**config.mk**
```make
export PLATFORM = sky130hd
export DESIGN_NAME = polygon_area_perimeter_flat
export DESIGN_NICKNAME = d
export VERILOG_FILES = /design/src/sv/pap_pkg.sv /design/src/sv/pap_if.sv /design/src/sv/pap_smul.sv /design/src/sv/pap_sqrt.sv /design/src/sv/polygon_area_perimeter.sv /design/src/flat_wrapper.sv
export SDC_FILE = /design/constraint.sdc
export NUM_CORES = 2
export LEC_CHECK = 0
export BUFFER_PORTS_ARGS = -buffer_cell sky130_fd_sc_hd__buf_4
export CAP_MARGIN = 20
export CORE_MARGIN = 2
export CORE_UTILIZATION = 55
export DETAILED_ROUTE_END_ITERATION = 12
export PLACE_DENSITY = 0.82
export SYNTH_ARGS = -nofsm -noshare
export SYNTH_HDL_FRONTEND = slang
export SYNTH_SLANG_ARGS = --single-unit
```
**constraint.sdc**
```tcl
create_clock -name clk -period 7.6 [get_ports clk]
set_input_delay 0.76 -clock clk [delete_from_list [all_inputs] [get_ports clk]]
set_output_delay 0.76 -clock clk [all_outputs]
set_load 0.02 [all_outputs]
```
**src/sv/pap_pkg.sv**
```systemverilog
// Package for the polygon area / perimeter block: field widths, defaults,
// and the status struct shared by the serial units. No dependencies.
`timescale 1ns / 1ps

package pap_pkg;

  localparam int COORD_W          = 16;  // vertex coordinate width
  localparam int MUL_W            = COORD_W + 1;  // signed operand width of the serial multiplier
  localparam int PROD_W           = 2 * MUL_W;
  localparam int CROSS_W          = 42;  // shoelace accumulator, wraps
  localparam int AREA_W           = 34;
  localparam int LEN_W            = 35;
  localparam int COUNT_W          = 11;
  localparam int MAX_VERTICES_DEF = 1024;
  localparam int FRAC_BITS_DEF    = 8;

  typedef struct packed {
    logic busy;
    logic done;  // one-cycle pulse when the result is ready
  } unit_stat_t;

endpackage

```
**src/sv/pap_if.sv**
```systemverilog
// Valid/ready channel interfaces for vertex input and polygon result.
// Depends on pap_pkg for field widths.
`timescale 1ns / 1ps

interface pap_in_if;
  import pap_pkg::*;

  logic                      valid;
  logic                      ready;
  logic signed [COORD_W-1:0] vertex_x;
  logic signed [COORD_W-1:0] vertex_y;
  logic                      last;

  modport source (output valid, vertex_x, vertex_y, last, input ready);
  modport sink   (input valid, vertex_x, vertex_y, last, output ready);
endinterface

interface pap_out_if;
  import pap_pkg::*;

  logic               valid;
  logic               ready;
  logic [AREA_W-1:0]  twice_area;
  logic [LEN_W-1:0]   perimeter_fixed;
  logic [COUNT_W-1:0] vertex_count;
  logic               overflow;

  modport source (output valid, twice_area, perimeter_fixed, vertex_count, overflow,
                  input ready);
  modport sink   (input valid, twice_area, perimeter_fixed, vertex_count, overflow,
                  output ready);
endinterface

```
**src/sv/pap_smul.sv**
```systemverilog
// Bit-serial signed shift-add multiplier, one multiplier bit per cycle.
// Depends on pap_pkg for the status struct.
`timescale 1ns / 1ps

module pap_smul #(
  parameter int W = pap_pkg::MUL_W
) (
  input  logic                    clk,
  input  logic                    rst_n,
  input  logic                    start,
  input  logic signed [W-1:0]     a,
  input  logic signed [W-1:0]     b,
  output pap_pkg::unit_stat_t     stat,
  output logic signed [2*W-1:0]   prod
);
  import pap_pkg::*;

  localparam int CNT_W = $clog2(W);
  localparam logic [CNT_W-1:0] LAST_BIT = CNT_W'(W - 1);

  logic                  busy_r;
  logic                  done_r;
  logic [CNT_W-1:0]      cnt_r;
  logic signed [2*W-1:0] mcand_r;
  logic [W-1:0]          mplier_r;
  logic signed [2*W-1:0] acc_r;
  logic signed [2*W-1:0] acc_nxt;

  // The sign bit of the multiplier carries negative weight.
  always_comb begin
    acc_nxt = acc_r;
    if (mplier_r[0]) begin
      if (cnt_r == LAST_BIT) begin
        acc_nxt = acc_r - mcand_r;
      end else begin
        acc_nxt = acc_r + mcand_r;
      end
    end
  end

  always_ff @(posedge clk) begin
    if (!rst_n) begin
      busy_r <= 1'b0;
      done_r <= 1'b0;
      cnt_r  <= '0;
    end else begin
      done_r <= 1'b0;
      if (start) begin
        busy_r <= 1'b1;
        cnt_r  <= '0;
      end else if (busy_r) begin
        if (cnt_r == LAST_BIT) begin
          busy_r <= 1'b0;
          done_r <= 1'b1;
        end
        cnt_r <= cnt_r + 1'b1;
      end
    end
  end

  always_ff @(posedge clk) begin
    if (start) begin
      mcand_r  <= {{W{a[W-1]}}, a};
      mplier_r <= b;
      acc_r    <= '0;
    end else if (busy_r) begin
      acc_r    <= acc_nxt;
      mcand_r  <= mcand_r <<< 1;
      mplier_r <= mplier_r >> 1;
    end
  end

  assign stat.busy = busy_r;
  assign stat.done = done_r;
  assign prod      = acc_r;

endmodule

```
**src/sv/pap_sqrt.sv**
```systemverilog
// Restoring integer square root, one root bit per cycle, radicand shifted
// in two bits at a time. Depends on pap_pkg for the status struct.
`timescale 1ns / 1ps

module pap_sqrt #(
  parameter int RW = pap_pkg::COORD_W + 1 + pap_pkg::FRAC_BITS_DEF
) (
  input  logic                clk,
  input  logic                rst_n,
  input  logic                start,
  input  logic [2*RW-1:0]     rad,
  output pap_pkg::unit_stat_t stat,
  output logic [RW-1:0]       root
);
  import pap_pkg::*;

  localparam int CNT_W = $clog2(RW);
  localparam logic [CNT_W-1:0] LAST_STEP = CNT_W'(RW - 1);

  logic              busy_r;
  logic              done_r;
  logic [CNT_W-1:0]  cnt_r;
  logic [2*RW-1:0]   rad_r;
  logic [RW-1:0]     rem_r;
  logic [RW-1:0]     rem_nxt;
  logic [RW-1:0]     root_r;
  logic [RW-1:0]     root_nxt;
  logic [RW+1:0]     rem_sh;
  logic [RW+1:0]     trial;
  logic [RW+2:0]     diff;

  // Remainder stays below 2^RW on every step but the last, whose remainder
  // is dropped, so RW bits of it suffice.
  always_comb begin
    rem_sh = {rem_r, rad_r[2*RW-1 -: 2]};
    trial  = {root_r, 2'b01};
    diff   = {1'b0, rem_sh} - {1'b0, trial};
    if (!diff[RW+2]) begin
      rem_nxt  = diff[RW-1:0];
      root_nxt = {root_r[RW-2:0], 1'b1};
    end else begin
      rem_nxt  = rem_sh[RW-1:0];
      root_nxt = {root_r[RW-2:0], 1'b0};
    end
  end

  always_ff @(posedge clk) begin
    if (!rst_n) begin
      busy_r <= 1'b0;
      done_r <= 1'b0;
      cnt_r  <= '0;
    end else begin
      done_r <= 1'b0;
      if (start) begin
        busy_r <= 1'b1;
        cnt_r  <= '0;
      end else if (busy_r) begin
        if (cnt_r == LAST_STEP) begin
          busy_r <= 1'b0;
          done_r <= 1'b1;
        end
        cnt_r <= cnt_r + 1'b1;
      end
    end
  end

  always_ff @(posedge clk) begin
    if (start) begin
      rad_r  <= rad;
      rem_r  <= '0;
      root_r <= '0;
    end else if (busy_r) begin
      rad_r  <= rad_r << 2;
      rem_r  <= rem_nxt;
      root_r <= root_nxt;
    end
  end

  assign stat.busy = busy_r;
  assign stat.done = done_r;
  assign root      = root_r;

endmodule

```
**src/sv/polygon_area_perimeter.sv**
```systemverilog
// Polygon area and perimeter: top level, edge sequencer and accumulators.
// Depends on pap_pkg, pap_if, pap_smul and pap_sqrt.
//
// Usage:
//   in_vtx carries one vertex per beat (vertex_x, vertex_y, last). The beat
//   with last set closes the polygon, and one beat then appears on out_res
//   with twice the absolute shoelace area, the perimeter with FRAC_BITS
//   fractional bits, the vertex count and the overflow flag.
//   Each edge runs four bit-serial multipliers side by side and then the
//   restoring square root, whose loop is the longer of the two steps. The
//   last vertex also runs the closing edge to the first vertex before its
//   result is produced. One vertex is in work at a time; in_vtx.ready is
//   high only between vertices. The result sits in an output register, so
//   the next polygon starts while an earlier result waits; if out_res is
//   stalled when the following result is done, the sequencer holds until
//   it is taken. Synchronous reset (rst_n low) clears all polygon state
//   and drops out_res.valid.
`timescale 1ns / 1ps

module polygon_area_perimeter #(
  parameter int MAX_VERTICES = pap_pkg::MAX_VERTICES_DEF,
  parameter int FRAC_BITS    = pap_pkg::FRAC_BITS_DEF
) (
  input  logic          clk,
  input  logic          rst_n,
  pap_in_if.sink        in_vtx,
  pap_out_if.source     out_res
);
  import pap_pkg::*;

  localparam int RW    = COORD_W + 1 + FRAC_BITS;
  localparam int RAD_W = 2 * RW;
  localparam int CNT_W = $clog2(MAX_VERTICES + 1);
  localparam logic [CNT_W-1:0]  CNT_MAX  = CNT_W'(MAX_VERTICES);
  localparam logic [AREA_W-1:0] AREA_MAX = '1;
  localparam logic [LEN_W-1:0]  LEN_MAX  = '1;

  typedef enum logic [3:0] {
    ST_IDLE = 4'b0001,
    ST_MUL  = 4'b0010,
    ST_SQRT = 4'b0100,
    ST_FIN  = 4'b1000
  } state_t;

  state_t                    state_r, state_nxt;
  logic signed [COORD_W-1:0] first_x_r, first_y_r, prev_x_r, prev_y_r;
  logic [CROSS_W-1:0]        cross_r;
  logic [LEN_W-1:0]          len_r;
  logic [CNT_W-1:0]          seen_r;
  logic                      too_many_r;
  logic                      last_r;
  logic                      closing_r;

  logic                      out_valid_r;
  logic [AREA_W-1:0]         out_area_r;
  logic [LEN_W-1:0]          out_len_r;
  logic [COUNT_W-1:0]        out_cnt_r;
  logic                      out_ovf_r;

  logic                      in_acc;
  logic                      mul_start;
  logic                      mul_done;
  logic                      sqrt_start;
  logic                      close_start;
  logic                      fin_load;

  logic signed [COORD_W-1:0] ax, ay, bx, by;
  logic signed [MUL_W-1:0]   dx_raw, dy_raw, dx, dy;
  logic signed [MUL_W-1:0]   ma [4];
  logic signed [MUL_W-1:0]   mb [4];
  logic signed [PROD_W-1:0]  mp [4];
  unit_stat_t                mstat [4];
  unit_stat_t                sstat;
  logic [PROD_W-1:0]         sq_sum;
  logic [RAD_W-1:0]          rad;
  logic [RW-1:0]             root;

  logic [CROSS_W-1:0]        cross_nxt;
  logic [LEN_W:0]            len_sum;
  logic [CROSS_W-1:0]        mag;
  logic [AREA_W-1:0]         area;
  logic [CNT_W+COUNT_W-1:0]  cnt_ext;

  assign in_vtx.ready = (state_r == ST_IDLE);
  assign in_acc       = in_vtx.valid && in_vtx.ready;

  // Edge operands: (prev -> cur) on a new vertex, (cur -> first) for closing.
  always_comb begin
    if (state_r == ST_IDLE) begin
      ax = (seen_r == '0) ? in_vtx.vertex_x : prev_x_r;
      ay = (seen_r == '0) ? in_vtx.vertex_y : prev_y_r;
      bx = in_vtx.vertex_x;
      by = in_vtx.vertex_y;
    end else begin
      ax = prev_x_r;
      ay = prev_y_r;
      bx = first_x_r;
      by = first_y_r;
    end
  end

  assign dx_raw = MUL_W'(ax) - MUL_W'(bx);
  assign dy_raw = MUL_W'(ay) - MUL_W'(by);
  assign dx     = dx_raw[MUL_W-1] ? -dx_raw : dx_raw;
  assign dy     = dy_raw[MUL_W-1] ? -dy_raw : dy_raw;

  assign ma[0] = MUL_W'(ax);
  assign mb[0] = MUL_W'(by);
  assign ma[1] = MUL_W'(bx);
  assign mb[1] = MUL_W'(ay);
  assign ma[2] = dx;
  assign mb[2] = dx;
  assign ma[3] = dy;
  assign mb[3] = dy;

  assign close_start = (state_r == ST_SQRT) && sstat.done && last_r && !closing_r;
  assign mul_start   = in_acc || close_start;
  assign mul_done    = mstat[0].done && mstat[1].done && mstat[2].done && mstat[3].done;
  assign sqrt_start  = (state_r == ST_MUL) && mul_done;
  assign fin_load    = (state_r == ST_FIN) && (!out_valid_r || out_res.ready);

  for (genvar i = 0; i < 4; i++) begin : g_mul
    pap_smul #(.W(MUL_W)) u_mul (
      .clk   (clk),
      .rst_n (rst_n),
      .start (mul_start),
      .a     (ma[i]),
      .b     (mb[i]),
      .stat  (mstat[i]),
      .prod  (mp[i])
    );
  end

  // Squares are non-negative, so their sum fits the product width unsigned.
  assign sq_sum = $unsigned(mp[2]) + $unsigned(mp[3]);
  assign rad    = RAD_W'(sq_sum) << (2 * FRAC_BITS);

  pap_sqrt #(.RW(RW)) u_sqrt (
    .clk   (clk),
    .rst_n (rst_n),
    .start (sqrt_start),
    .rad   (rad),
    .stat  (sstat),
    .root  (root)
  );

  assign cross_nxt = cross_r + CROSS_W'(mp[0]) - CROSS_W'(mp[1]);
  assign len_sum   = {1'b0, len_r} + (LEN_W + 1)'(root);

  // Magnitude of the wrapped shoelace sum; the most negative code maps to 2^41.
  assign mag     = cross_r[CROSS_W-1] ? (~cross_r + 1'b1) : cross_r;
  assign area    = (|mag[CROSS_W-1:AREA_W]) ? AREA_MAX : mag[AREA_W-1:0];
  assign cnt_ext = {{COUNT_W{1'b0}}, seen_r};

  always_comb begin
    state_nxt = state_r;
    unique case (state_r)
      ST_IDLE: if (in_acc) state_nxt = ST_MUL;
      ST_MUL:  if (mul_done) state_nxt = ST_SQRT;
      ST_SQRT: begin
        if (sstat.done) begin
          priority if (close_start) state_nxt = ST_MUL;
          else if (closing_r)       state_nxt = ST_FIN;
          else                      state_nxt = ST_IDLE;
        end
      end
      ST_FIN:  if (fin_load) state_nxt = ST_IDLE;
      default: state_nxt = ST_IDLE;
    endcase
  end

  always_ff @(posedge clk) begin
    if (!rst_n) begin
      state_r    <= ST_IDLE;
      first_x_r  <= '0;
      first_y_r  <= '0;
      prev_x_r   <= '0;
      prev_y_r   <= '0;
      cross_r    <= '0;
      len_r      <= '0;
      seen_r     <= '0;
      too_many_r <= 1'b0;
      last_r     <= 1'b0;
      closing_r  <= 1'b0;
    end else begin
      state_r <= state_nxt;
      if (in_acc) begin
        if (seen_r == '0) begin
          first_x_r <= in_vtx.vertex_x;
          first_y_r <= in_vtx.vertex_y;
        end
        prev_x_r <= in_vtx.vertex_x;
        prev_y_r <= in_vtx.vertex_y;
        last_r   <= in_vtx.last;
        if (seen_r >= CNT_MAX) begin
          too_many_r <= 1'b1;
        end else begin
          seen_r <= seen_r + 1'b1;
        end
      end
      if (sqrt_start) begin
        cross_r <= cross_nxt;
      end
      if ((state_r == ST_SQRT) && sstat.done) begin
        len_r <= len_sum[LEN_W] ? LEN_MAX : len_sum[LEN_W-1:0];
      end
      if (close_start) begin
        closing_r <= 1'b1;
      end
      if (fin_load) begin
        first_x_r  <= '0;
        first_y_r  <= '0;
        prev_x_r   <= '0;
        prev_y_r   <= '0;
        cross_r    <= '0;
        len_r      <= '0;
        seen_r     <= '0;
        too_many_r <= 1'b0;
        last_r     <= 1'b0;
        closing_r  <= 1'b0;
      end
    end
  end

  always_ff @(posedge clk) begin
    if (!rst_n) begin
      out_valid_r <= 1'b0;
    end else if (fin_load) begin
      out_valid_r <= 1'b1;
    end else if (out_res.ready) begin
      out_valid_r <= 1'b0;
    end
  end

  always_ff @(posedge clk) begin
    if (fin_load) begin
      out_area_r <= area;
      out_len_r  <= len_r;
      out_cnt_r  <= cnt_ext[COUNT_W-1:0];
      out_ovf_r  <= too_many_r;
    end
  end

  assign out_res.valid           = out_valid_r;
  assign out_res.twice_area      = out_area_r;
  assign out_res.perimeter_fixed = out_len_r;
  assign out_res.vertex_count    = out_cnt_r;
  assign out_res.overflow        = out_ovf_r;

endmodule

```
**src/flat_wrapper.sv**
```systemverilog
// flat-port wrapper written by rule: the top's interface ports become plain ports
module polygon_area_perimeter_flat import pap_pkg::*;
#(
  parameter int MAX_VERTICES = pap_pkg::MAX_VERTICES_DEF,
  parameter int FRAC_BITS    = pap_pkg::FRAC_BITS_DEF
)
  (clk, rst_n, in_vtx_valid, in_vtx_vertex_x, in_vtx_vertex_y, in_vtx_last, in_vtx_ready, out_res_valid, out_res_twice_area, out_res_perimeter_fixed, out_res_vertex_count, out_res_overflow, out_res_ready);
  pap_in_if in_vtx_i ();
  pap_out_if out_res_i ();
  input  logic clk;
  input  logic rst_n;
  input wire logic [$bits(in_vtx_i.valid)-1:0] in_vtx_valid;
  input wire logic [$bits(in_vtx_i.vertex_x)-1:0] in_vtx_vertex_x;
  input wire logic [$bits(in_vtx_i.vertex_y)-1:0] in_vtx_vertex_y;
  input wire logic [$bits(in_vtx_i.last)-1:0] in_vtx_last;
  output wire logic [$bits(in_vtx_i.ready)-1:0] in_vtx_ready;
  output wire logic [$bits(out_res_i.valid)-1:0] out_res_valid;
  output wire logic [$bits(out_res_i.twice_area)-1:0] out_res_twice_area;
  output wire logic [$bits(out_res_i.perimeter_fixed)-1:0] out_res_perimeter_fixed;
  output wire logic [$bits(out_res_i.vertex_count)-1:0] out_res_vertex_count;
  output wire logic [$bits(out_res_i.overflow)-1:0] out_res_overflow;
  input wire logic [$bits(out_res_i.ready)-1:0] out_res_ready;
  assign in_vtx_i.valid = in_vtx_valid;
  assign in_vtx_i.vertex_x = in_vtx_vertex_x;
  assign in_vtx_i.vertex_y = in_vtx_vertex_y;
  assign in_vtx_i.last = in_vtx_last;
  assign in_vtx_ready = in_vtx_i.ready;
  assign out_res_valid = out_res_i.valid;
  assign out_res_twice_area = out_res_i.twice_area;
  assign out_res_perimeter_fixed = out_res_i.perimeter_fixed;
  assign out_res_vertex_count = out_res_i.vertex_count;
  assign out_res_overflow = out_res_i.overflow;
  assign out_res_i.ready = out_res_ready;
  polygon_area_perimeter #(.MAX_VERTICES(MAX_VERTICES), .FRAC_BITS(FRAC_BITS)) u_core (.clk(clk), .rst_n(rst_n), .in_vtx(in_vtx_i), .out_res(out_res_i));
endmodule
```
==> flow_metrics.py <==
metrics = {
    "synth": {
        "synth_top_family_by_area": "compound AO/OA/AOI/OAI gates",
        "synth_nets": 5733,
        "yosysTopAreaCell": "edfxtp_1",
        "synthAdderAreaFrac_pct": 10.4,
        "synthTopCellsByArea": "edfxtp_1 21%, dfxtp_1 16%, ha_1 8.3%",
        "yosysUniqueCellTypes": 98,
        "synthArstFlopShare_pct": 0,
        "synth_xor_area_share_pct": 8.16,
        "ys_warn_count": 0,
        "ys_seq_area_share_pct": 37.2,
        "syn_area_per_cell_um2": 8.66,
        "ys_seq_elements": 700,
        "synth_edf_count": 319,
        "netlist_area_um2": 46200,
        "netlist.area_leader.share_pct": 20.7,
        "synth_flop_cell": "dfxtp_1",
        "syn-instance-count": 5341,
        "synth-simple-area-share_pct": 17.3,
        "synth-compound-area-share_pct": 19.9,
        "yosys-mux-area-fraction_pct": 2.79,
    },
    "global_routing": {
        "grt_max_degree": 93,
        "grt_pass1_wl_mm": 185,
        "antenna_found_initial": 3,
        "track_usage_pct": 25.8,
        "grt_pass1_vias": 36500,
        "grt_overflow_total": 0,
    },
    "setup_path": {
        "critPathMaxFanout": 51,
        "worstSetupEndpointType": "flop",
        "r2r_slack_ps": 1360,
        "r2r-start": "u_core.state_r[3]",
        "path_class": "flop to flop",
        "rr_endpoint": "u_core.g_mul[2].u_mul.mcand_r[31]",
        "crit_required_ps": 8080,
        "cp_data_arrival_time_ps": 6720,
        "startpoint_type": "flop",
        "rr_worst_depth": 18,
    },
    "clocking": {
        "clk_pin_slew_ps": 60,
        "insertion_delay_ps": 640,
        "cts_buffer_depth": 3,
        "cts.sinks": 700,
        "cts_buffers": 76,
        "ctsResizeCount": 0,
        "post_cts_buffers": 0,
        "clock-root-buffer": "clkbuf_16",
        "cts_tree": "done",
        "ctsHoldBuffers": 0,
        "cts_htree_levels": 3,
    },
    "drt": {
        "wl_per_cell_um": 17.4,
        "num_vias": 38900,
        "drt-pass1-iter-count": 6,
        "drtIter0Drc": 3092,
        "drt-total-wl_mm": 113,
        "drc": 0,
        "vias_per_cell": 5.97,
        "drt.antenna.violating_nets": 0,
    },
    "layout": {
        "area_delta_synth_final_pct": 9.60,
        "drive_above_1_share_pct": 7.10,
        "fin_util_pct": 60.8,
        "nets": 5762,
        "n_antenna_cell": 0,
    },
    "power": {
        "combPwrFrac_pct": 55.4,
        "p_int_w": 0.0123,
        "switching_share_pct": 43.5,
        "p_clk_share_pct": 17.0,
        "ir_worst_vdd_mv": 0.268,
        "sequentialPowerShare_pct": 27.6,
        "power.net_switching_w": 0.00949,
        "power_density_nw_per_um2": 431,
        "p_leak_nw": 21.4,
    },
    "min_path": {
        "min_from": "in_vtx_vertex_x[3]",
        "min_to": "u_core.first_x_r[3]",
        "hp-class": "input port to flop",
        "holdPathStages": 3,
    },
    "die": {
        "rows": 106,
        "die_w_um": 294,
        "dieHeight_um": 294,
        "io_pins": 120,
        "coreArea_um2": 83400,
        "fp.dieArea_um2": 86400,
        "start_util_pct": 55.4,
    },
    "timing": {
        "finalWorstPathRequiredPeriod_ps": 6240,
        "whs_ps": 402,
        "tns_ps": 0,
        "finClkSkew_ps": 33.0,
        "setup_ws_ps": 1360,
        "max_freq_mhz": 160,
        "slew_headroom_pct": 29.3,
        "tightest_slew_ps": 1050,
        "fin_crit_sh_pct": 82.1,
        "setup_viol": 0,
        "rsz0062_at_grt": "false",
        "hold_viol": 0,
        "slew_viol_final": 0,
    },
    "placement": {
        "io_buffers": 119,
        "place_hpwl_mm": 82.5,
        "place.gp.congestion": 0.907,
        "place_ws_ps": 1510,
    },
    "status": {
        "status": "complete, no violations",
    },
    "run": {
        "max_cap_violations": 0,
    },
}
==> through the flow <==
stage	power, W	instances	instance area [um^2]
floorplan	0.0154	5341	46200
global placement	0.0175	6367	48100
detailed placement	0.0179	6369	48100
CTS	0.0217	6510	50600
global route	0.0236	6513	50700
finish	0.0218	6513	50700
==> synthesized netlist by cell type (79+ instances only) <==
cell / number
ha_1: 308
nand3_1: 94
a21o_1: 164
o21a_1: 102
mux2i_1: 94
nand2_1: 725
edfxtp_1: 319
clkbuf_1: 189
o21ai_0: 300
nor2_1: 393
xnor2_1: 275
inv_1: 309
xor2_1: 156
nor3_1: 79
a21oi_1: 571
dfxtp_1: 381
==> how the worst max path moves through the flow <==
| stage | slack (ps) | endpoint | start |
|---|---|---|---|
| floorplan | 1770 | u_core.g_mul[2].u_mul.mcand_r[24] | u_core.state_r[3] |
| global placement | 1610 | u_core.g_mul[2].u_mul.mcand_r[33] | u_core.state_r[3] |
| detailed placement | 1510 | u_core.g_mul[2].u_mul.mcand_r[23] | u_core.state_r[3] |
| CTS | 1440 | u_core.g_mul[2].u_mul.mcand_r[28] | u_core.state_r[3] |
| global route | 880 | u_core.g_mul[2].u_mul.mcand_r[33] | u_core.state_r[3] |
| finish | 1360 | u_core.g_mul[2].u_mul.mcand_r[31] | u_core.state_r[3] |
==> flip-flops by register name (all words and copies together) (netlist names), 20 cells and up <==
register,flops
u_core.len_r,35
u_core.g_mul.u_mul.mplier_r,68
u_core.g_mul.u_mul.prod,136
u_core.g_mul.u_mul.mcand_r,136
u_core.cross_r,42
u_core.u_sqrt.rad_r,34
u_core.out_res.twice_area,34
u_core.g_mul.u_mul.cnt_r,20
u_core.u_sqrt.root,25
u_core.out_res.perimeter_fixed,35
u_core.u_sqrt.rem_r,25
==> kinds of logic (layout without fill, tap and decap cells) <==
logic type | count (synthesis) | after routing
and+or+nand+nor | 1717 | 1717
AOI/OAI and AO/OA | 1487 | 1487
DFF | 700 | 700
buffers and inverters | 526 | 618
xor gates and xnor gates | 431 | 431
adders and majority gates | 355 | 355
muxes | 125 | 125
==> per-layer routing <==
metal  global-route usage [%]  vias up  share of wire [%]
li1                         -    19100                  -
met1                     35.0    18300                 44
met2                     42.9     1268                 46
met3                     3.90      199                7.0
met4                     7.07        4                2.4
met5                        0        -              0.028
==> cell usage in the layout, fill, tap and decap left out, types with 81 or more instances in the layout <==
cell	count
o21ai_0	299
mux2i_1	94
nor2_1	392
a21oi_1	570
clkbuf_16	81
nand3_1	94
buf_4	161
inv_1	308
edfxtp_1	319
ha_1	308
dfxtp_1	380
xor2_1	156
o21a_1	102
xnor2_1	275
a21o_1	164
nand2_1	723
==> cell type report <==
| class | count | area [um^2] |
|---|---|---|
| Tap cell | 1080 | 1350 |
| Clock buffer | 102 | 2170 |
| Timing Repair Buffer | 166 | 1310 |
| Clock inverter | 39 | 339 |
| Multi-Input combinational cell | 4115 | 27100 |
| Sequential cell | 700 | 17200 |
| Inverter | 311 | 1170 |
| Fill cell | 6862 | 32700 |
==> critical path: stages, from the launching register on <==
cell and delay [ps]:
dfxtp_1 330, or4b_1 520, buf_4 220, clkinv_4 390, nand4_1 500, nand2_1 200
nand2_1 90, ha_1 460, a21oi_1 130, o21ai_0 480, a211o_1 230, o211ai_1 110
a31oi_1 340, nor2_1 100, xnor2_1 280, inv_1 100, or4_4 540, nor4_4 870
a21o_1 150
==> power groups by stage <==
stage	sequential (W)	clock, W	combinational (W)
after floorplan	0.00576	0	0.00961
after global placement	0.00605	0	0.0115
after detailed placement	0.00609	0	0.0118
after CTS	0.00601	0.00376	0.0119
after global routing	0.00614	0.00391	0.0135
final	0.00603	0.00370	0.0121
Note: power is estimated with default switching activity, not from simulation.
